**config.mk**
```make
export PLATFORM = sky130hd
export DESIGN_NAME = leb_cfg
export DESIGN_NICKNAME = d
export VERILOG_FILES = /design/src/led_effect_brightness_core_defines.svh /design/src/leb_pkg.sv /design/src/leb_cfg.sv
export SDC_FILE = /design/constraint.sdc
export NUM_CORES = 1
export LEC_CHECK = 0
export BUFFER_PORTS_ARGS = -buffer_cell sky130_fd_sc_hd__buf_4
export CAP_MARGIN = 10
export CELL_PAD_IN_SITES_DETAIL_PLACEMENT = 0
export CELL_PAD_IN_SITES_GLOBAL_PLACEMENT = 1
export CORE_MARGIN = 5
export CORE_UTILIZATION = 33
export DETAILED_ROUTE_END_ITERATION = 10
export GPL_TIMING_DRIVEN = 0
export PLACE_DENSITY = 0.88
export SLEW_MARGIN = 25
export SYNTH_ARGS = -nofsm -noshare
export SYNTH_HDL_FRONTEND = slang
export SYNTH_SLANG_ARGS = --single-unit
```
**constraint.sdc**
```tcl
create_clock -name clock -period 1.73 [get_ports clock]
set_input_delay 0.0865 -clock clock [delete_from_list [all_inputs] [get_ports clock]]
set_output_delay 0.0865 -clock clock [all_outputs]
set_load 0.005 [all_outputs]
```
**src/led_effect_brightness_core_defines.svh**
```systemverilog
// ----------------------------------------------------------------------------
// led_effect_brightness_core_defines
// assertion macros shared by the brightness core rtl
// ----------------------------------------------------------------------------
`ifndef LED_EFFECT_BRIGHTNESS_CORE_DEFINES_SVH
`define LED_EFFECT_BRIGHTNESS_CORE_DEFINES_SVH

// same-cycle implication, disabled in reset
`define LEB_ASSERT_IMP(lbl, ante, cons, msg) \
   lbl: assert property (@(posedge clock) disable iff (reset) (ante) |-> (cons)) \
      else $error(msg);

// next-cycle implication, disabled in reset
`define LEB_ASSERT_NXT(lbl, ante, cons, msg) \
   lbl: assert property (@(posedge clock) disable iff (reset) (ante) |=> (cons)) \
      else $error(msg);

`endif

```
**src/leb_pkg.sv**
```systemverilog
// ----------------------------------------------------------------------------
// leb_pkg
// shared types, constants and the sine rom contents of the brightness core
// ----------------------------------------------------------------------------
`default_nettype none

package leb_pkg;

   // field and datapath widths
   localparam int T_W        = 32;
   localparam int S_W        = 7;
   localparam int P_W        = 4;
   localparam int D_W        = 12;
   localparam int R_W        = T_W + 1;
   localparam int DVD_W      = T_W + 1;
   localparam int CNT_W      = $clog2(DVD_W + 1);
   localparam int CSR_IDX_W  = 2;
   localparam int B_W        = 8;

   // sine rom geometry
   localparam int SINE_ENTRIES = 256;
   localparam int SINE_IDX_W   = $clog2(SINE_ENTRIES);
   localparam int Q_W          = (SINE_IDX_W > B_W) ? SINE_IDX_W : B_W;
   localparam int X_W          = D_W + 1 + Q_W;

   // pattern timing constants
   localparam logic [D_W-1:0] BASE_BREATH  = D_W'(2000);
   localparam logic [D_W-1:0] BASE_FAST    = D_W'(100);
   localparam logic [D_W-1:0] BASE_SLOW    = D_W'(500);
   localparam logic [D_W-1:0] BASE_HEART   = D_W'(1000);
   localparam logic [D_W-1:0] BASE_WAVE    = D_W'(1500);
   localparam logic [D_W-1:0] BASE_COMET   = D_W'(3000);
   localparam logic [D_W-1:0] BASE_PULSE   = D_W'(200);
   localparam logic [S_W-1:0] SPEED_MAX    = S_W'(100);
   localparam logic [D_W-1:0] FAST_ON      = D_W'(50);
   localparam logic [D_W-1:0] SLOW_ON      = D_W'(250);
   localparam logic [D_W-1:0] HEART_1      = D_W'(100);
   localparam logic [D_W-1:0] HEART_2      = D_W'(200);
   localparam logic [D_W-1:0] HEART_3      = D_W'(300);
   localparam logic [D_W-1:0] HEART_4      = D_W'(400);
   localparam logic [B_W-1:0] BRIGHT_MAX   = 8'd255;
   localparam logic [B_W-1:0] BRIGHT_DIM   = 8'd50;
   localparam logic [B_W-1:0] BRIGHT_HALF  = 8'd128;
   localparam logic [B_W-1:0] COMET_HEAD   = 8'd200;
   localparam logic [B_W-1:0] COMET_TAIL   = 8'd150;
   localparam logic [2:0]     COMET_GAIN   = 3'd5;
   localparam logic [B_W-1:0] TWINKLE_HI   = 8'd200;
   localparam logic [B_W-1:0] TWINKLE_LO   = 8'd100;
   localparam logic [T_W-1:0] TWINKLE_LED  = 32'd1000;
   localparam logic [T_W-1:0] LCG_MUL      = 32'd1103515245;
   localparam logic [T_W-1:0] LCG_INC      = 32'd12345;
   localparam logic [DVD_W-1:0] RECIP_NUM  = {1'b1, {T_W{1'b0}}};

   // pattern codes
   typedef enum logic [P_W-1:0] {
      PAT_OFF     = 4'd0,
      PAT_BREATH  = 4'd1,
      PAT_FAST    = 4'd2,
      PAT_SLOW    = 4'd3,
      PAT_HEART   = 4'd4,
      PAT_WAVE    = 4'd5,
      PAT_COMET   = 4'd6,
      PAT_PULSE   = 4'd7,
      PAT_TWINKLE = 4'd8
   } pattern_type;

   // register indexes
   typedef enum logic [CSR_IDX_W-1:0] {
      CSR_ACTIVE  = 2'd0,
      CSR_PATTERN = 2'd1,
      CSR_SPEED   = 2'd2
   } csr_index_type;

   // period constant sequencer states
   typedef enum logic [1:0] {
      SEQ_IDLE,
      SEQ_BASE,
      SEQ_RECIP1,
      SEQ_RECIP2
   } seq_state_type;

   // divider handshake
   typedef struct packed {
      logic             start;
      logic [DVD_W-1:0] dividend;
      logic [D_W-1:0]   divisor;
   } div_req_type;

   typedef struct packed {
      logic             done;
      logic [DVD_W-1:0] quotient;
   } div_rsp_type;

   // settings seen by the datapath
   typedef struct packed {
      logic           active;
      logic [P_W-1:0] pattern;
      logic [D_W-1:0] d1;
      logic [R_W-1:0] r1;
      logic [D_W-1:0] d2;
      logic [R_W-1:0] r2;
   } cfg_type;

   // sine rom built at elaboration, q30 series on the first quadrant
   localparam logic [63:0] FX_ONE     = 64'd1 << 30;
   localparam logic [63:0] FX_HALF_PI = 64'd1686629713;

   typedef logic [SINE_ENTRIES-1:0][B_W-1:0] sine_table_type;

   function automatic logic [63:0] fx_step(input logic [63:0] term,
                                           input logic [63:0] x2);
      logic [63:0] p;
      p = (term * x2) >> 30;
      return p;
   endfunction

   function automatic logic [63:0] quarter_sine(input logic [63:0] r);
      logic [63:0] x;
      logic [63:0] x2;
      logic [63:0] term;
      logic [63:0] sum;
      x    = (r * FX_HALF_PI + SINE_ENTRIES / 2) / SINE_ENTRIES;
      x2   = (x * x) >> 30;
      term = x;
      sum  = x;
      term = fx_step(term, x2) / 6;
      sum  = (sum > term) ? sum - term : 64'd0;
      term = fx_step(term, x2) / 20;
      sum  = sum + term;
      term = fx_step(term, x2) / 42;
      sum  = (sum > term) ? sum - term : 64'd0;
      term = fx_step(term, x2) / 72;
      sum  = sum + term;
      term = fx_step(term, x2) / 110;
      sum  = (sum > term) ? sum - term : 64'd0;
      term = fx_step(term, x2) / 156;
      sum  = sum + term;
      term = fx_step(term, x2) / 210;
      sum  = (sum > term) ? sum - term : 64'd0;
      term = fx_step(term, x2) / 272;
      sum  = sum + term;
      term = fx_step(term, x2) / 342;
      sum  = (sum > term) ? sum - term : 64'd0;
      term = fx_step(term, x2) / 420;
      sum  = sum + term;
      return (sum > FX_ONE) ? FX_ONE : sum;
   endfunction

   function automatic sine_table_type build_sine();
      sine_table_type tab;
      logic [63:0] q;
      logic [63:0] rem;
      logic [63:0] r;
      logic [63:0] mag;
      logic [63:0] v;
      for (int i = 0; i < SINE_ENTRIES; i++) begin
         q   = (64'(4 * i)) / SINE_ENTRIES;
         rem = 64'(4 * i) - q * SINE_ENTRIES;
         r   = q[0] ? 64'(SINE_ENTRIES) - rem : rem;
         if (r == 64'd0) begin
            mag = 64'd0;
         end else if (r >= 64'(SINE_ENTRIES)) begin
            mag = FX_ONE;
         end else begin
            mag = quarter_sine(r);
         end
         v = (q >= 64'd2) ? FX_ONE - mag : FX_ONE + mag;
         tab[i] = B_W'((v * 64'd255) >> 31);
      end
      return tab;
   endfunction

   localparam sine_table_type SINE_TABLE = build_sine();

endpackage

`default_nettype wire

```
**src/leb_cfg.sv**
```systemverilog
// ----------------------------------------------------------------------------
// leb_cfg
// settings registers and the sequencer that derives period and reciprocal
// ----------------------------------------------------------------------------
`default_nettype none

module leb_cfg (
   input  wire logic                               clock,
   input  wire logic                               reset,
   input  wire logic                               csr_valid,
   output logic                                    csr_ready,
   input  wire logic [leb_pkg::CSR_IDX_W-1:0]      csr_index,
   input  wire logic [leb_pkg::S_W-1:0]            csr_data,
   output logic                                    busy,
   output leb_pkg::cfg_type                        cfg,
   output leb_pkg::div_req_type                    div_req,
   input  wire leb_pkg::div_rsp_type               div_rsp
);

   localparam int D_W = leb_pkg::D_W;
   localparam int R_W = leb_pkg::R_W;
   localparam int S_W = leb_pkg::S_W;
   localparam int P_W = leb_pkg::P_W;

   logic                   active_ff;
   logic [P_W-1:0]         pattern_ff;
   logic [S_W-1:0]         speed_ff;
   logic                   restart_ff;
   logic                   restart_in;
   leb_pkg::seq_state_type state_ff;
   leb_pkg::seq_state_type state_in;
   logic [D_W-1:0]         d1_ff, d1_in;
   logic [D_W-1:0]         d2_ff, d2_in;
   logic [R_W-1:0]         r1_ff;
   logic [R_W-1:0]         r2_ff;
   logic [S_W-1:0]         speed_lim;
   logic [D_W-1:0]         base;
   logic                   use_speed;
   logic                   csr_wr;

   assign csr_ready = 1'b1;
   assign csr_wr    = csr_valid;

   // speed limited to its legal range
   always_comb begin
      if (speed_ff == '0) begin
         speed_lim = S_W'(1);
      end else if (speed_ff > leb_pkg::SPEED_MAX) begin
         speed_lim = leb_pkg::SPEED_MAX;
      end else begin
         speed_lim = speed_ff;
      end
   end

   // base period for the pattern
   always_comb begin
      use_speed = 1'b1;
      unique case (pattern_ff)
         leb_pkg::PAT_BREATH:  base = leb_pkg::BASE_BREATH;
         leb_pkg::PAT_FAST:    base = leb_pkg::BASE_FAST;
         leb_pkg::PAT_SLOW:    base = leb_pkg::BASE_SLOW;
         leb_pkg::PAT_WAVE:    base = leb_pkg::BASE_WAVE;
         leb_pkg::PAT_COMET:   base = leb_pkg::BASE_COMET;
         leb_pkg::PAT_PULSE:   base = leb_pkg::BASE_PULSE;
         leb_pkg::PAT_TWINKLE: base = leb_pkg::BASE_PULSE;
         default: begin
            base      = leb_pkg::BASE_HEART;
            use_speed = 1'b0;
         end
      endcase
   end

   // divisors taken from the period result
   always_comb begin
      d1_in = d1_ff;
      d2_in = d2_ff;
      if (state_ff == leb_pkg::SEQ_BASE && div_rsp.done && !restart_ff) begin
         d2_in = div_rsp.quotient[D_W-1:0];
         if (pattern_ff == leb_pkg::PAT_PULSE) begin
            d1_in = {div_rsp.quotient[D_W-3:0], 2'b00};
         end else begin
            d1_in = div_rsp.quotient[D_W-1:0];
         end
      end
   end

   // sequencer: period, then reciprocals of both divisors
   always_comb begin
      state_in = state_ff;
      div_req.start = 1'b0;
      if (restart_ff) begin
         state_in      = leb_pkg::SEQ_BASE;
         div_req.start = 1'b1;
      end else begin
         unique case (state_ff)
            leb_pkg::SEQ_BASE: begin
               if (div_rsp.done) begin
                  state_in      = leb_pkg::SEQ_RECIP1;
                  div_req.start = 1'b1;
               end
            end
            leb_pkg::SEQ_RECIP1: begin
               if (div_rsp.done) begin
                  state_in      = leb_pkg::SEQ_RECIP2;
                  div_req.start = 1'b1;
               end
            end
            leb_pkg::SEQ_RECIP2: begin
               if (div_rsp.done) begin
                  state_in = leb_pkg::SEQ_IDLE;
               end
            end
            default: state_in = leb_pkg::SEQ_IDLE;
         endcase
      end

      // divider operands
      unique case (state_in)
         leb_pkg::SEQ_BASE: begin
            div_req.dividend = leb_pkg::DVD_W'(base);
            div_req.divisor  = use_speed ? D_W'(speed_lim) : D_W'(1);
         end
         leb_pkg::SEQ_RECIP1: begin
            div_req.dividend = leb_pkg::RECIP_NUM;
            div_req.divisor  = d1_in;
         end
         leb_pkg::SEQ_RECIP2: begin
            div_req.dividend = leb_pkg::RECIP_NUM;
            div_req.divisor  = d2_ff;
         end
         default: begin
            div_req.dividend = leb_pkg::RECIP_NUM;
            div_req.divisor  = D_W'(1);
         end
      endcase
   end

   assign restart_in = csr_wr && (csr_index == leb_pkg::CSR_PATTERN ||
                                  csr_index == leb_pkg::CSR_SPEED);

   // settings registers and sequencer state
   always_ff @(posedge clock) begin
      if (reset) begin
         active_ff  <= 1'b0;
         pattern_ff <= leb_pkg::PAT_OFF;
         speed_ff   <= S_W'(1);
         restart_ff <= 1'b1;
         state_ff   <= leb_pkg::SEQ_IDLE;
      end else begin
         restart_ff <= restart_in;
         state_ff   <= state_in;
         if (csr_wr) begin
            unique case (csr_index)
               leb_pkg::CSR_ACTIVE:  active_ff  <= csr_data[0];
               leb_pkg::CSR_PATTERN: pattern_ff <= csr_data[P_W-1:0];
               leb_pkg::CSR_SPEED:   speed_ff   <= csr_data;
               default: ;
            endcase
         end
      end
   end

   // derived constants
   always_ff @(posedge clock) begin
      d1_ff <= d1_in;
      d2_ff <= d2_in;
      if (div_rsp.done && !restart_ff && state_ff == leb_pkg::SEQ_RECIP1) begin
         r1_ff <= div_rsp.quotient;
      end
      if (div_rsp.done && !restart_ff && state_ff == leb_pkg::SEQ_RECIP2) begin
         r2_ff <= div_rsp.quotient;
      end
   end

   assign busy        = restart_ff || (state_ff != leb_pkg::SEQ_IDLE);
   assign cfg.active  = active_ff;
   assign cfg.pattern = pattern_ff;
   assign cfg.d1      = d1_ff;
   assign cfg.r1      = r1_ff;
   assign cfg.d2      = d2_ff;
   assign cfg.r2      = r2_ff;

endmodule

`default_nettype wire

```
==> results.txt <==
----------------------------------------------------
[Power and ir drop]
  Net switching power ... 0.00135 W
  Peak ir drop on the vdd network ... 0.439 mV
  Power per Cell Area ... 808 nW/um2
  Fraction of power consumed by sequential logic ... 50.7%
  Overall power of the completed layout ... 0.00564 W
  Switching power share of the total ... 24.0%
  Proportion of power drawn by combinational gates ... 14.1%
  Part of the power in the clock network ... 35.2%
  Static leakage ... 2.94 nW
  Cell-internal power ... 0.00428 W

[Placed design]
  GPL Wtd Cong ... 0.798
  Port buffer count ... 164
  Detailed placement HPWL ... 9300 um
  Placed instance area ... 5900 um2
  Placed insts ... 683

[Floorplan]
  Number of placement rows ... 42
  Core Area ... 13100 um2
  Area enclosed by the die boundary ... 15600 um2
  Width of the die ... 125 um
  Height of the chip ... 125 um
  Number of top-level pins ... 189
  Starting utilization of the core area ... 33.4%

[Clock network]
  CTS tree ... built
  Clock latency on the worst-skew pair ... 0.34 ns
  Max Buffers Root-to-Sink ... 2
  Cell at the root of the clock tree ... sky130_fd_sc_hd__clkbuf_16
  Clk slew on worst S/H paths ... 0.07 ns
  Level count of the clock H-tree ... 3
  Number of clock sinks ... 105
  Cts bufs inserted ... 9

[Synthesis]
  Most frequently used flop master after synthesis ... sky130_fd_sc_hd__edfxtp_1
  Synth async-reset ratio ... 0%
  Synth Instances ... 322
  Flops & latches, synth ... 105
  Number of synthesized flops with an enable pin ... 78
  Synth cell types ... 51
  Share of the yosys chip area belonging to registers ... 66.1%
  Count of yosys warnings during synthesis ... 0
  Average footprint of a synthesized cell ... 13.6 um2
  Post-synthesis instance area ... 4360 um2

[Global routing]
  Antenna violations before repair ... 0
  Remaining global-route overflow ... 0
  Wire length of the first global-routing pass ... 20100 um
  Global router's overall resource usage ... 16.1%
  Largest net degree at the start of global routing ... 34
  Vias in the first global route ... 3585

[Cells and area]
  Total area of multi-input combinational cells ... 1440 um2
  Diode count ... 0
  Sequential cell area ... 2900 um2
  Synth-to-layout area growth ... 59.8%
  Area of all placed cells without fillers ... 6980 um2
  Filler instances ... 1078
  Fraction of final layout cells with drive strength greater than 1 ... 49.1%
  NumNets Final ... 630
  Count of non-filler cells in the finished layout ... 756

[Run status]
  Result of the run ... complete, but fails checks
  Violations in the final reports ... negative setup slack

[Timing]
  Clk_skew ... 0.00735 ns
  Worst hold slack across all endpoints ... 0.0211 ns
  Crit share post-route ... 125%
  Post-route setup TNS ... -8.20 ns
  Max Transition Viols Final ... 0
  Smallest setup slack after layout ... -0.440 ns
  Setup repair after global routing missed its margin ... yes
  F_max ... 461 MHz
  Final hold vios ... 0
  Post-layout min period ... 2.17 ns
  Final setup violating endpoints ... 23

[Drt]
  Via/cell ratio ... 4.53
  Number of nets with antenna violations after detailed routing ... 0
  Uppermost layer routed ... met4
  DR vias ... 3426
  Violation count after the first detailed-route iteration ... 230
  Routed length on met1 ... 5200 um
  Met2 wire length ... 6200 um
  Wire length on met3 ... 1160 um
  DRC errors left ... 0
  Total iterations of the first detailed-routing run ... 5
  Post-DR wirelength/cell ... 16.8 um
  Final WL ... 12700 um

[Worst setup path]
  Worst setup SP type ... flip-flop
  Worst endpoint required time ... 1.64 ns
  Top fanout value on the critical path ... 5
  Delay-heaviest family, CP ... buffers and inverters
  Most repeated library cell on the critical path ... sky130_fd_sc_hd__buf_4
  Ordered list of cells on the worst path ... buf_6 -> ha_4 -> nor2_2 -> a2111oi_4 -> buf_4 -> buf_4 -> and2_4 -> a22o_1 -> buf_4
  Register-to-register setup slack ... 0.13 ns
  Total buffers and inverters traversed by the critical path ... 4
  Critical path capture point type ... primary output
  Worst setup path class ... flip-flop to primary output
  Slowest stage cell on the critical path ... sky130_fd_sc_hd__dfxtp_4
  Slowest cell delay on critical path ... 0.37 ns
  Crit path arrival time ... 2.08 ns

[Worst hold path]
  Worst min-delay path class ... input pin to flip-flop

[Job]
  Max_cap viols ... 0

----------------------------------------------------
[per-layer routing]
layer,vias up,global-route usage [%]
met5,-,0
met4,0,3.64
met3,10,5.54
met2,166,27.6
met1,1611,19.6
li1,1639,-
[timing repair]
item | 4_1_cts | 5_1_grt
resized for setup | 52 | 6
buffers inserted | 19 | 4
hold buffers | 35 | 0
pin swaps | 15 | 4
setup endpoints to repair | 102 | 24
gates cloned | 1 | 0
endpoints found under the hold margin | 84 | 0
[flip-flops by register name, indices dropped and copies added, names as in the netlist]
register    count
active_ff       1
d1_ff          12
d2_ff          12
pattern_ff      4
r1_ff          33
r2_ff          33
restart_ff      1
speed_ff        7
state_ff        2
[per-stage QoR]
step	utilization, %	setup slack (ns)
6_report	53.3	-0.440
5_1_grt	53.3	-0.511
4_1_cts	52.8	-0.442
3_5_place_dp	45.1	-0.414
3_3_place_gp	45.1	-0.386
2_1_floorplan	-	0.00497
[layout make-up]
type | instances | area share [%]
clock inverter | 6 | 0.825
sequential | 105 | 41.5
timing repair buffer | 223 | 25.7
clock buffer | 10 | 3.43
multi-input combinational | 187 | 20.6
buffer | 35 | 3.93
tap | 176 | 3.16
inverter | 14 | 0.879
[cell usage after synthesis (3+ instances only)]
| library cell | count | area (um2) |
|---|---|---|
| sky130_fd_sc_hd__edfxtp_1 | 78 | 2340 |
| sky130_fd_sc_hd__nand2_1 | 31 | 116 |
| sky130_fd_sc_hd__nand2b_1 | 3 | 18.8 |
| sky130_fd_sc_hd__a22o_1 | 5 | 43.8 |
| sky130_fd_sc_hd__buf_4 | 28 | 210 |
| sky130_fd_sc_hd__o21ai_0 | 8 | 40.0 |
| sky130_fd_sc_hd__nand3_1 | 17 | 85.1 |
| sky130_fd_sc_hd__buf_6 | 3 | 33.8 |
| sky130_fd_sc_hd__ha_1 | 9 | 113 |
| sky130_fd_sc_hd__dfxtp_1 | 27 | 541 |
| sky130_fd_sc_hd__mux2i_1 | 9 | 90.1 |
| sky130_fd_sc_hd__nor2_1 | 10 | 37.5 |
| sky130_fd_sc_hd__inv_1 | 14 | 52.6 |
| sky130_fd_sc_hd__o21a_1 | 7 | 52.6 |
| sky130_fd_sc_hd__and2_1 | 4 | 25.0 |
| sky130_fd_sc_hd__o221ai_1 | 5 | 43.8 |
| sky130_fd_sc_hd__clkbuf_1 | 3 | 11.3 |
| sky130_fd_sc_hd__nor3_1 | 6 | 30.0 |
| sky130_fd_sc_hd__a21oi_1 | 13 | 65.1 |
[kinds of logic (layout without fill, tap and decap cells)]
| group | Yosys count | count (layout) | share of synthesized area [%] |
|---|---|---|---|
| buffers and inverters | 51 | 288 | 7.60 |
| and+or+nand+nor | 83 | 83 | 9.80 |
| muxes | 11 | 11 | 2.58 |
| DFF | 105 | 105 | 66.1 |
| adders and majority gates | 9 | 9 | 2.58 |
| other | 2 | 23 | 0.172 |
| AOI/OAI and AO/OA | 59 | 59 | 10.8 |
| xor gates and xnor gates | 2 | 2 | 0.401 |
[worst paths after layout]
kind | from | endpoint | cells after the start
min reg2reg | active_ff$_SDFFE_PP0P_ | active_ff$_SDFFE_PP0P_ | 2
min | csr_data[3] | pattern_ff[3]$_SDFFE_PP0P_ | 3
max reg2reg | restart_ff$_SDFF_PP1_ | d2_ff[4]$_DFFE_PN_ | 4
max | state_ff[1]$_SDFF_PP0_ | div_req[8] | 9
[cell usage in the layout, fill, tap and decap left out, drive strengths merged, types with 7 or more instances in the layout]
cell type | Yosys | routed
ha | 9 | 9
nand3 | 17 | 17
clkbuf | 4 | 14
a21oi | 14 | 14
inv | 14 | 16
buf | 33 | 219
edfxtp | 78 | 78
conb | 2 | 23
o21a | 7 | 7
mux2i | 9 | 9
nor2 | 10 | 10
dlygate4sd3 | 0 | 35
dfxtp | 27 | 27
o21ai | 8 | 8
nand2 | 32 | 32
[power by group through the flow]
| stage | Combinational (W) | Sequential [W] | Clock [W] |
|---|---|---|---|
| after detailed placement | 0.000643 | 0.00292 | 0 |
| after floorplan | 0.000286 | 0.00291 | 0 |
| after global routing | 0.000872 | 0.00287 | 0.00216 |
| final | 0.000794 | 0.00286 | 0.00198 |
| after global placement | 0.000630 | 0.00291 | 0 |
| after CTS | 0.000782 | 0.00286 | 0.00202 |
[worst reg2reg max path, delay by kind of cell, from the launching register on]
kind,cells,cell delay (ns)
flip-flops,1,0.59
buffers and inverters,3,0.48
AND/OR/NAND/NOR,1,0.29
(Power assumes the default switching activity.)
