`config.mk`:
```
export PLATFORM = sky130hd
export DESIGN_NAME = leb_div
export DESIGN_NICKNAME = d
export VERILOG_FILES = /design/src/led_effect_brightness_core_defines.svh /design/src/leb_pkg.sv /design/src/leb_div.sv
export SDC_FILE = /design/constraint.sdc
export NUM_CORES = 1
export LEC_CHECK = 0
export ABC_AREA = 1
export BUFFER_PORTS_ARGS = -buffer_cell sky130_fd_sc_hd__buf_2
export CORE_ASPECT_RATIO = 1.4
export CORE_MARGIN = 3
export CORE_UTILIZATION = 30
export DETAILED_ROUTE_END_ITERATION = 16
export SKIP_CTS_REPAIR_TIMING = 1
export SYNTH_ARGS = -nofsm -noshare
export SYNTH_HDL_FRONTEND = slang
export SYNTH_SLANG_ARGS = --single-unit
```
`constraint.sdc`:
```
create_clock -name clock -period 1.6 [get_ports clock]
set_input_delay 0 -clock clock [delete_from_list [all_inputs] [get_ports clock]]
set_output_delay 0 -clock clock [all_outputs]
set_load 0.01 [all_outputs]
```
`src/led_effect_brightness_core_defines.svh`:
```
// ----------------------------------------------------------------------------
// led_effect_brightness_core_defines
// assertion macros shared by the brightness core rtl
// ----------------------------------------------------------------------------
`ifndef LED_EFFECT_BRIGHTNESS_CORE_DEFINES_SVH
`define LED_EFFECT_BRIGHTNESS_CORE_DEFINES_SVH

// same-cycle implication, disabled in reset
`define LEB_ASSERT_IMP(lbl, ante, cons, msg) \
   lbl: assert property (@(posedge clock) disable iff (reset) (ante) |-> (cons)) \
      else $error(msg);

// next-cycle implication, disabled in reset
`define LEB_ASSERT_NXT(lbl, ante, cons, msg) \
   lbl: assert property (@(posedge clock) disable iff (reset) (ante) |=> (cons)) \
      else $error(msg);

`endif

```
`src/leb_pkg.sv`:
```
// ----------------------------------------------------------------------------
// leb_pkg
// shared types, constants and the sine rom contents of the brightness core
// ----------------------------------------------------------------------------
`default_nettype none

package leb_pkg;

   // field and datapath widths
   localparam int T_W        = 32;
   localparam int S_W        = 7;
   localparam int P_W        = 4;
   localparam int D_W        = 12;
   localparam int R_W        = T_W + 1;
   localparam int DVD_W      = T_W + 1;
   localparam int CNT_W      = $clog2(DVD_W + 1);
   localparam int CSR_IDX_W  = 2;
   localparam int B_W        = 8;

   // sine rom geometry
   localparam int SINE_ENTRIES = 256;
   localparam int SINE_IDX_W   = $clog2(SINE_ENTRIES);
   localparam int Q_W          = (SINE_IDX_W > B_W) ? SINE_IDX_W : B_W;
   localparam int X_W          = D_W + 1 + Q_W;

   // pattern timing constants
   localparam logic [D_W-1:0] BASE_BREATH  = D_W'(2000);
   localparam logic [D_W-1:0] BASE_FAST    = D_W'(100);
   localparam logic [D_W-1:0] BASE_SLOW    = D_W'(500);
   localparam logic [D_W-1:0] BASE_HEART   = D_W'(1000);
   localparam logic [D_W-1:0] BASE_WAVE    = D_W'(1500);
   localparam logic [D_W-1:0] BASE_COMET   = D_W'(3000);
   localparam logic [D_W-1:0] BASE_PULSE   = D_W'(200);
   localparam logic [S_W-1:0] SPEED_MAX    = S_W'(100);
   localparam logic [D_W-1:0] FAST_ON      = D_W'(50);
   localparam logic [D_W-1:0] SLOW_ON      = D_W'(250);
   localparam logic [D_W-1:0] HEART_1      = D_W'(100);
   localparam logic [D_W-1:0] HEART_2      = D_W'(200);
   localparam logic [D_W-1:0] HEART_3      = D_W'(300);
   localparam logic [D_W-1:0] HEART_4      = D_W'(400);
   localparam logic [B_W-1:0] BRIGHT_MAX   = 8'd255;
   localparam logic [B_W-1:0] BRIGHT_DIM   = 8'd50;
   localparam logic [B_W-1:0] BRIGHT_HALF  = 8'd128;
   localparam logic [B_W-1:0] COMET_HEAD   = 8'd200;
   localparam logic [B_W-1:0] COMET_TAIL   = 8'd150;
   localparam logic [2:0]     COMET_GAIN   = 3'd5;
   localparam logic [B_W-1:0] TWINKLE_HI   = 8'd200;
   localparam logic [B_W-1:0] TWINKLE_LO   = 8'd100;
   localparam logic [T_W-1:0] TWINKLE_LED  = 32'd1000;
   localparam logic [T_W-1:0] LCG_MUL      = 32'd1103515245;
   localparam logic [T_W-1:0] LCG_INC      = 32'd12345;
   localparam logic [DVD_W-1:0] RECIP_NUM  = {1'b1, {T_W{1'b0}}};

   // pattern codes
   typedef enum logic [P_W-1:0] {
      PAT_OFF     = 4'd0,
      PAT_BREATH  = 4'd1,
      PAT_FAST    = 4'd2,
      PAT_SLOW    = 4'd3,
      PAT_HEART   = 4'd4,
      PAT_WAVE    = 4'd5,
      PAT_COMET   = 4'd6,
      PAT_PULSE   = 4'd7,
      PAT_TWINKLE = 4'd8
   } pattern_type;

   // register indexes
   typedef enum logic [CSR_IDX_W-1:0] {
      CSR_ACTIVE  = 2'd0,
      CSR_PATTERN = 2'd1,
      CSR_SPEED   = 2'd2
   } csr_index_type;

   // period constant sequencer states
   typedef enum logic [1:0] {
      SEQ_IDLE,
      SEQ_BASE,
      SEQ_RECIP1,
      SEQ_RECIP2
   } seq_state_type;

   // divider handshake
   typedef struct packed {
      logic             start;
      logic [DVD_W-1:0] dividend;
      logic [D_W-1:0]   divisor;
   } div_req_type;

   typedef struct packed {
      logic             done;
      logic [DVD_W-1:0] quotient;
   } div_rsp_type;

   // settings seen by the datapath
   typedef struct packed {
      logic           active;
      logic [P_W-1:0] pattern;
      logic [D_W-1:0] d1;
      logic [R_W-1:0] r1;
      logic [D_W-1:0] d2;
      logic [R_W-1:0] r2;
   } cfg_type;

   // sine rom built at elaboration, q30 series on the first quadrant
   localparam logic [63:0] FX_ONE     = 64'd1 << 30;
   localparam logic [63:0] FX_HALF_PI = 64'd1686629713;

   typedef logic [SINE_ENTRIES-1:0][B_W-1:0] sine_table_type;

   function automatic logic [63:0] fx_step(input logic [63:0] term,
                                           input logic [63:0] x2);
      logic [63:0] p;
      p = (term * x2) >> 30;
      return p;
   endfunction

   function automatic logic [63:0] quarter_sine(input logic [63:0] r);
      logic [63:0] x;
      logic [63:0] x2;
      logic [63:0] term;
      logic [63:0] sum;
      x    = (r * FX_HALF_PI + SINE_ENTRIES / 2) / SINE_ENTRIES;
      x2   = (x * x) >> 30;
      term = x;
      sum  = x;
      term = fx_step(term, x2) / 6;
      sum  = (sum > term) ? sum - term : 64'd0;
      term = fx_step(term, x2) / 20;
      sum  = sum + term;
      term = fx_step(term, x2) / 42;
      sum  = (sum > term) ? sum - term : 64'd0;
      term = fx_step(term, x2) / 72;
      sum  = sum + term;
      term = fx_step(term, x2) / 110;
      sum  = (sum > term) ? sum - term : 64'd0;
      term = fx_step(term, x2) / 156;
      sum  = sum + term;
      term = fx_step(term, x2) / 210;
      sum  = (sum > term) ? sum - term : 64'd0;
      term = fx_step(term, x2) / 272;
      sum  = sum + term;
      term = fx_step(term, x2) / 342;
      sum  = (sum > term) ? sum - term : 64'd0;
      term = fx_step(term, x2) / 420;
      sum  = sum + term;
      return (sum > FX_ONE) ? FX_ONE : sum;
   endfunction

   function automatic sine_table_type build_sine();
      sine_table_type tab;
      logic [63:0] q;
      logic [63:0] rem;
      logic [63:0] r;
      logic [63:0] mag;
      logic [63:0] v;
      for (int i = 0; i < SINE_ENTRIES; i++) begin
         q   = (64'(4 * i)) / SINE_ENTRIES;
         rem = 64'(4 * i) - q * SINE_ENTRIES;
         r   = q[0] ? 64'(SINE_ENTRIES) - rem : rem;
         if (r == 64'd0) begin
            mag = 64'd0;
         end else if (r >= 64'(SINE_ENTRIES)) begin
            mag = FX_ONE;
         end else begin
            mag = quarter_sine(r);
         end
         v = (q >= 64'd2) ? FX_ONE - mag : FX_ONE + mag;
         tab[i] = B_W'((v * 64'd255) >> 31);
      end
      return tab;
   endfunction

   localparam sine_table_type SINE_TABLE = build_sine();

endpackage

`default_nettype wire

```
`src/leb_div.sv`:
```
// ----------------------------------------------------------------------------
// leb_div
// restoring divider, one quotient bit per cycle, for the period constants
// ----------------------------------------------------------------------------
`default_nettype none

module leb_div (
   input  wire logic                 clock,
   input  wire logic                 reset,
   input  wire leb_pkg::div_req_type div_req,
   output leb_pkg::div_rsp_type      div_rsp
);

   localparam int DVD_W = leb_pkg::DVD_W;
   localparam int D_W   = leb_pkg::D_W;
   localparam int CNT_W = leb_pkg::CNT_W;

   logic [DVD_W-1:0] dvd_ff;
   logic [D_W-1:0]   rem_ff;
   logic [D_W-1:0]   dsr_ff;
   logic [CNT_W-1:0] cnt_ff;
   logic             run_ff;
   logic             done_ff;
   logic [D_W:0]     trial;
   logic [D_W:0]     diff;
   logic             ge;
   logic [D_W-1:0]   rem_in;

   // trial subtraction of the next dividend bit
   always_comb begin
      trial  = {rem_ff, dvd_ff[DVD_W-1]};
      ge     = trial >= {1'b0, dsr_ff};
      diff   = trial - {1'b0, dsr_ff};
      rem_in = ge ? diff[D_W-1:0] : trial[D_W-1:0];
   end

   // control
   always_ff @(posedge clock) begin
      if (reset) begin
         run_ff  <= 1'b0;
         done_ff <= 1'b0;
         cnt_ff  <= '0;
      end else begin
         done_ff <= 1'b0;
         if (div_req.start) begin
            run_ff <= 1'b1;
            cnt_ff <= CNT_W'(DVD_W);
         end else if (run_ff) begin
            cnt_ff <= cnt_ff - 1'b1;
            if (cnt_ff == CNT_W'(1)) begin
               run_ff  <= 1'b0;
               done_ff <= 1'b1;
            end
         end
      end
   end

   // dividend shifts out while quotient bits shift in
   always_ff @(posedge clock) begin
      if (div_req.start) begin
         dvd_ff <= div_req.dividend;
         dsr_ff <= div_req.divisor;
         rem_ff <= '0;
      end else if (run_ff) begin
         dvd_ff <= {dvd_ff[DVD_W-2:0], ge};
         rem_ff <= rem_in;
      end
   end

   assign div_rsp.done     = done_ff;
   assign div_rsp.quotient = dvd_ff;

endmodule

`default_nettype wire

```
==> summary.log, run 1 <==
[run_status] status finished, violations left
[run_status] violated checks negative setup slack
[timing] Slew HR 0.761
[clock_tree] CTS tree built
[global_routing] overflow left after global routing 0
[route] initial drt markers 157
[route] routed wire length per instance 13.1 microns
[yosys] Ys Warns 0
[placement] Detail Placement HPWL 6.83 mm
[route] DRC 0
[global_routing] largest net degree at the start of global routing 38
[timing] max-slew violation count 0
[clock_tree] largest buffer count on any clock path 2
[yosys] async set-reset flop share out of synthesis 0
[critical_path] worst endpoint required time 1.68 ns
[floorplanning] Die Ht 134 microns
[yosys] synthesis-stage register bit count 65
[layout] total of fill cells in the finished design 1040
[critical_path] Worst path slowest cell edfxtp_1
[route] Detail Route met2 WL 5.47 mm
[power] switching power total 1.18 mW
[timing] final count of hold timing violations 0
[layout] Antenna diodes 0
[power] worst ir drop on vdd 0.832 mV
[placement] Setup Slack @ Placement -0.185 ns
[floorplanning] Placeable Area 11400 sq um
[route] Vias/cell 4.57
[timing] final worst clock skew 0.00743 ns
[power] leakage power 2.75 nW
[global_routing] wire length of the first global-routing pass 14.9 mm
[layout] signed area change from the synthesized netlist to the final layout 57.4%
[worst_hold_path] class of the tightest hold or removal check input port to register
[route] count of nets left with antenna violations after detail routing 0
[yosys] average cell area after synthesis 8.06 sq um
[floorplanning] horizontal die dimension 97.6 microns
[flow_run] number of max-cap violations 0
[route] Top Layer Used met4
[yosys] register area share after synthesis 0.498
[critical_path] data arrival time of the critical path 1.87 ns
[worst_hold_path] startpoint of the lowest-slack hold path div_req[45]
[timing] Worst-Margin Slew 0.355 ns
[yosys] Most used DFF post-synth edfxtp_1
[power] Power per Cell Area 876 nW/um^2
[power] Sw Share 0.244
[yosys] gate count after technology mapping 437
[yosys] number of distinct standard cells referenced by the synthesized netlist 32
[floorplanning] Ports 82
[power] combinational fraction of design power 0.177
[global_routing] number of antenna violations at the first check in global routing 0
[clock_tree] number of clock sinks 65
[timing] PnR worst setup slack -0.194 ns
[route] wire length the detailed router placed on met1 3.83 mm
[clock_tree] Worst-Skew Late Latency 0.33 ns
[floorplanning] Die Area 13100 sq um
[global_routing] GRT Overall Usage 0.141
[route] vias after detailed routing 3525
[critical_path] series of cell instances along the critical path inv_2 > ha_4 > nand2_2 > nand2_2 > nand2_1 > nand2_2 > a21oi_4 > nand3_4 > nand2_1 > nand2_1
[clock_tree] CTS HTree Levels 3
[yosys] synthesized netlist net count 500
[clock_tree] register clock-pin slew on the reported worst setup and hold paths 0.05 ns
[placement] number of buffer cells added on primary ports 81
[critical_path] Crit Reg-Reg Startpoint dsr_ff[10]
[route] number of iterations in the first detailed-routing pass 4
[critical_path] Crit path max-delay family simple AND/OR/NAND/NOR gates
[timing] Fin Hold WS 0.141 ns
[layout] layout cells sized above 1 0.338
[timing] post-route minimum period 1.79 ns
[floorplanning] initial standard-cell utilization of the core 0.309
[timing] Max Freq 557 MHz
[layout] Net count, final 685
[timing] final period utilization 1.12
[global_routing] vias in the first global route 3367
[yosys] total standard cell area after synthesis 3520 sq um
[clock_tree] number of buffers created by CTS 9
[placement] gp weighted congestion 0.855
[power] clock network fraction of total power 0.404
[timing] unrepaired setup endpoints after global routing yes
[yosys] number of synthesized flops with an enable pin 45
[route] post-detailed-routing wire length 10.1 mm
[power] Cell Int Power 3.67 mW
[clock_tree] root buffer selected by CTS clkbuf_16
[floorplanning] number of standard-cell rows in the floorplan 46
[critical_path] delay contributed by the slowest stage of the critical path 0.37 ns
[route] wire length on met3 594 microns
[critical_path] kind of start point of the critical path register
[critical_path] Critical path origin dsr_ff[10]
[critical_path] maximum fanout encountered on the critical timing path 7
[critical_path] Critical Path Sink Type register
[critical_path] Crit Path Category register to register
[timing] final count of negative-setup-slack endpoints 13
[critical_path] Buffers & Inverters on Critical Path 1
[power] sequential share of power 0.419
## cells by family (layout without fill, tap and decap cells)
logic type,count (synthesis),count (layout),share of synthesized area
simple gates,266,267,0.327
buf+inv,73,262,0.0842
flops,65,65,0.498
fa+ha+maj,15,15,0.0554
compound gates,13,13,0.0238
xor+xnor,5,5,0.0124
## placed cells by master, fill, tap and decap left out, types with 3 or more instances in the layout
master / synthesis / final
nor3b_1: 3 / 3
a21oi_1: 4 / 3
buf_2: 3 / 81
xnor2_1: 4 / 4
nand3_1: 23 / 19
edfxtp_1: 45 / 45
nand2_1: 189 / 176
inv_1: 56 / 47
dfxtp_1: 20 / 20
inv_2: 3 / 11
o21ai_0: 5 / 4
ha_4: 0 / 9
dlygate4sd3_1: 0 / 46
buf_4: 2 / 52
ha_1: 14 / 4
nand2_2: 3 / 14
nor2_1: 19 / 18
nor3_1: 4 / 3
nand3_2: 4 / 8
nand4_1: 14 / 14
clkbuf_16: 0 / 11
## through the flow
stage	utilization	instances	TNS, ns	cell area (sq um)	power [mW]
after global routing	0.486	771	-2.92	5540	5.07
final	0.486	771	-1.49	5540	4.86
after floorplan	-	437	-0.117	3600	2.43
after global placement	0.397	700	-1.78	4530	2.77
after CTS	0.423	716	-2.05	4830	4.75
after detailed placement	0.397	700	-1.85	4530	2.78
## cell type report
class,count,area (sq um),area share
Clock inverter,3,40.0,0.00722
Timing Repair Buffer,187,1400,0.252
Sequential cell,65,1750,0.316
Multi-Input combinational cell,300,1690,0.304
Tap cell,144,180,0.0325
Inverter,59,225,0.0406
Clock buffer,13,260,0.0470
## power groups by stage
stage / sequential [mW] / combinational (mW) / clock, mW
after floorplan: 2.10 / 0.328 / 0
after global placement: 2.06 / 0.708 / 0
after detailed placement: 2.06 / 0.718 / 0
after CTS: 2.03 / 0.720 / 2.00
after global routing: 2.05 / 0.950 / 2.07
final: 2.04 / 0.858 / 1.96
## synthesized netlist by cell type, types with 2 or more instances
| master | n | area (sq um) |
|---|---|---|
| xnor2_1 | 4 | 35.0 |
| nor2_1 | 19 | 71.3 |
| nor3b_1 | 3 | 22.5 |
| nor2_2 | 2 | 12.5 |
| buf_2 | 3 | 15.0 |
| nand4_1 | 14 | 87.6 |
| dfxtp_1 | 20 | 400 |
| edfxtp_1 | 45 | 1350 |
| a21oi_1 | 4 | 20.0 |
| inv_1 | 56 | 210 |
| ha_1 | 14 | 175 |
| clkbuf_1 | 7 | 26.3 |
| nand2_1 | 189 | 709 |
| buf_4 | 2 | 15.0 |
| o21ai_0 | 5 | 25.0 |
| nand3_1 | 23 | 115 |
| nand3_2 | 4 | 40.0 |
| nor3_1 | 4 | 20.0 |
| nand2_2 | 3 | 18.8 |
| inv_2 | 3 | 11.3 |
| a211oi_1 | 2 | 15.0 |
## sequential cells by signal, indices dropped and copies added (netlist names)
register  count
rem_ff       12
run_ff        1
done_ff       1
dvd_ff       33
cnt_ff        6
dsr_ff       12
## metal layers
metal,track usage,vias up
met2,0.268,114
met5,0,-
met1,0.141,1624
li1,-,1771
met3,0.0427,16
met4,0.0624,0
## worst paths after layout
check	cells after the start	to	slack, ns
hold reg to reg	2	cnt_ff[1]	0.52
hold / removal	2	dsr_ff[9]	0.14
setup reg to reg	10	dvd_ff[0]	-0.19
setup / recovery	10	dvd_ff[0]	-0.19
No activity file was read; power rests on OpenSTA's default activity.
==> run 2: changes to the inputs <==
--- a/config.mk
+++ b/config.mk
@@ -9,8 +9,9 @@
 export BUFFER_PORTS_ARGS = -buffer_cell sky130_fd_sc_hd__buf_2
 export CORE_ASPECT_RATIO = 1.4
 export CORE_MARGIN = 3
-export CORE_UTILIZATION = 30
+export CORE_UTILIZATION = 40
 export DETAILED_ROUTE_END_ITERATION = 16
+export PLACE_DENSITY_LB_ADDON = 0.25
 export SKIP_CTS_REPAIR_TIMING = 1
 export SYNTH_ARGS = -nofsm -noshare
 export SYNTH_HDL_FRONTEND = slang
==> run 2 against run 1 <==
- the flow still finishes with violations (negative setup slack)
- hold slack lost 0.11 ns
- highest routed layer unchanged
- combinational power about the same
- critical path type unchanged
- clock-buffer cell count fell by 1
- largest cell class unchanged
==> summary.log, run 2 (synthesis results as in run 1) <==
[route] number of iterations in the first detailed-routing pass 5 [+1]
[clock_tree] number of buffers created by CTS 9 [unchanged]
[route] initial drt markers 185 [+18%]
[critical_path] series of cell instances along the critical path inv_1 > ha_4 > nand2_4 > inv_1 > nand2_2 > nand2_2 > a21oi_4 > buf_2 > nand4_1 > nand3_2 > nand2_1
[clock_tree] Worst-Skew Late Latency 0.33 ns [about the same]
[layout] Final Util 0.648 [+0.162]
[route] count of nets left with antenna violations after detail routing 0 [unchanged]
[global_routing] GRT Overall Usage 0.182 [+0.0407]
[floorplanning] Placeable Area 8340 sq um [-27%]
[placement] Detail Placement HPWL 6.28 mm [-8.1%]
[placement] Post-Place Cell Area 4440 sq um [-2.0%]
[global_routing] wire length of the first global-routing pass 14.3 mm [-3.7%]
[timing] post-route setup TNS -1.37 ns [+0.119 ns]
[floorplanning] Die Ht 117 microns [-13%]
[timing] Slew HR 0.705 [-0.0564]
[power] Cell Int Power 3.45 mW [-6.0%]
[floorplanning] Ports 82 [unchanged]
[timing] max-slew violation count 0 [unchanged]
[placement] Setup Slack @ Placement -0.201 ns [-0.0161 ns]
[placement] placed cell count 653 [-6.7%]
[route] DRC 0 [unchanged]
[timing] final worst clock skew 0.00739 ns [-0.0000386 ns]
[critical_path] Buffers & Inverters on Critical Path 3 [+2]
[route] Vias/cell 4.94 [+8.1%]
[timing] final count of hold timing violations 0 [unchanged]
[clock_tree] largest buffer count on any clock path 2 [unchanged]
[floorplanning] number of standard-cell rows in the floorplan 39 [-15%]
[layout] signed area change from the synthesized netlist to the final layout 53.7%
[critical_path] delay contributed by the slowest stage of the critical path 0.37 ns [about the same]
[clock_tree] number of clock sinks 65 [unchanged]
[critical_path] Crit Path Category register to register
[critical_path] worst endpoint required time 1.83 ns [+0.15 ns]
[layout] Antenna diodes 0 [unchanged]
[worst_hold_path] class of the tightest hold or removal check input port to register
[route] routed wire length per instance 14.2 microns [+8.3%]
[global_routing] vias in the first global route 3184 [-5.4%]
[clock_tree] root buffer selected by CTS clkbuf_16
[placement] number of buffer cells added on primary ports 81 [unchanged]
[timing] final count of negative-setup-slack endpoints 13 [unchanged]
[critical_path] Crit path max-delay family simple AND/OR/NAND/NOR gates
[layout] Net count, final 677 [-1.2%]
[placement] gp weighted congestion 0.930 [+8.8%]
[power] combinational fraction of design power 0.184 [+0.007]
[timing] post-route minimum period 1.74 ns [-0.0526 ns]
[power] Sw Share 0.260 [+0.0164]
[timing] unrepaired setup endpoints after global routing yes
[power] leakage power 2.68 nW [-2.4%]
[power] sequential share of power 0.437 [+0.018]
[timing] PnR worst setup slack -0.141 ns [+0.0526 ns]
[timing] Worst-Margin Slew 0.443 ns [+0.0874 ns]
[timing] Max Freq 574 MHz [+3.0%]
[clock_tree] register clock-pin slew on the reported worst setup and hold paths 0.05 ns [about the same]
[route] vias after detailed routing 3563 [+1.1%]
[power] switching power total 1.21 mW [+2.6%]
[power] worst ir drop on vdd 0.681 mV [-18%]
[layout] layout cells sized above 1 0.338 [-0.000477]
[critical_path] FF-to-FF setup slack -0.14 ns [+0.05 ns]
[global_routing] largest net degree at the start of global routing 41 [+7.9%]
[clock_tree] CTS tree built
[run_status] status finished, violations left
[power] clock network fraction of total power 0.380 [-0.024]
[power] Power per Cell Area 862 nW/um^2 [-1.6%]
[layout] Top Registers dvd_ff x33, dsr_ff x12, rem_ff x12
[layout] design area 5410 sq um [-2.4%]
[critical_path] data arrival time of the critical path 1.97 ns [+0.10 ns]
[critical_path] maximum fanout encountered on the critical timing path 5 [-2]
[timing] Fin Hold WS 0.0304 ns [-0.111 ns]
[layout] max reg flops 33 [unchanged]
[layout] Largest Register dvd_ff
[layout] commonest non-fill, non-tap cells in the layout 177 x nand2_1, 82 x buf_2, 47 x inv_1
[critical_path] Worst path slowest cell edfxtp_1
[global_routing] number of antenna violations at the first check in global routing 0 [unchanged]
[floorplanning] horizontal die dimension 85.3 microns [-13%]
[route] post-detailed-routing wire length 10.2 mm [+1.3%]
[clock_tree] CTS HTree Levels 3 [unchanged]
[critical_path] kind of start point of the critical path register
[run_status] violated checks negative setup slack
[global_routing] overflow left after global routing 0 [unchanged]
[layout] final cell count without fillers 721 [-6.5%]
[power] power consumption 4.67 mW [-3.9%]
[timing] final period utilization 1.09 [-0.0329]
[critical_path] Critical Path Sink Type register
[flow_run] number of max-cap violations 0 [unchanged]
[floorplanning] initial standard-cell utilization of the core 0.422 [+0.113]
[layout] most common cell after layout, fill and taps aside nand2_1
[floorplanning] Die Area 9980 sq um [-24%]
-- run 2: path summary, 6_finish.rpt --
| path | startpoint | end | cells past startpoint |
|---|---|---|---|
| worst max register to register | dsr_ff[7] | rem_ff[9] | 11 |
| worst max-delay path | dsr_ff[7] | rem_ff[9] | 11 |
| worst min register to register | cnt_ff[1] | cnt_ff[1] | 2 |
| worst min-delay path | div_req[45] | dsr_ff[5] | 1 |
-- run 2: layout make-up --
| cell class | count | area (sq um) |
|---|---|---|
| repair buffers | 179 | 1290 |
| fillers | 671 | 2930 |
| clock buffers | 12 | 246 |
| multi-input cells | 300 | 1750 |
| well taps | 102 | 128 |
| clock inverters | 4 | 18.8 |
| flip-flops and latches | 65 | 1750 |
| inverters | 59 | 225 |
-- run 2: metal layers --
metal	vias up	routed length, microns	global-route usage
met5	-	0	0
met4	0	288	0.0887
met3	24	668	0.0581
met2	129	5260	0.302
met1	1662	4010	0.213
li1	1748	-	-
-- run 2: power by group through the flow --
stage                     Combinational [mW]  Clock, mW  Sequential [mW]
after global placement                 0.684          0             2.06
after CTS                              0.696       1.79             2.03
after floorplan                        0.328          0             2.10
final                                  0.857       1.77             2.04
after detailed placement               0.696          0             2.05
after global routing                   0.945       1.86             2.05
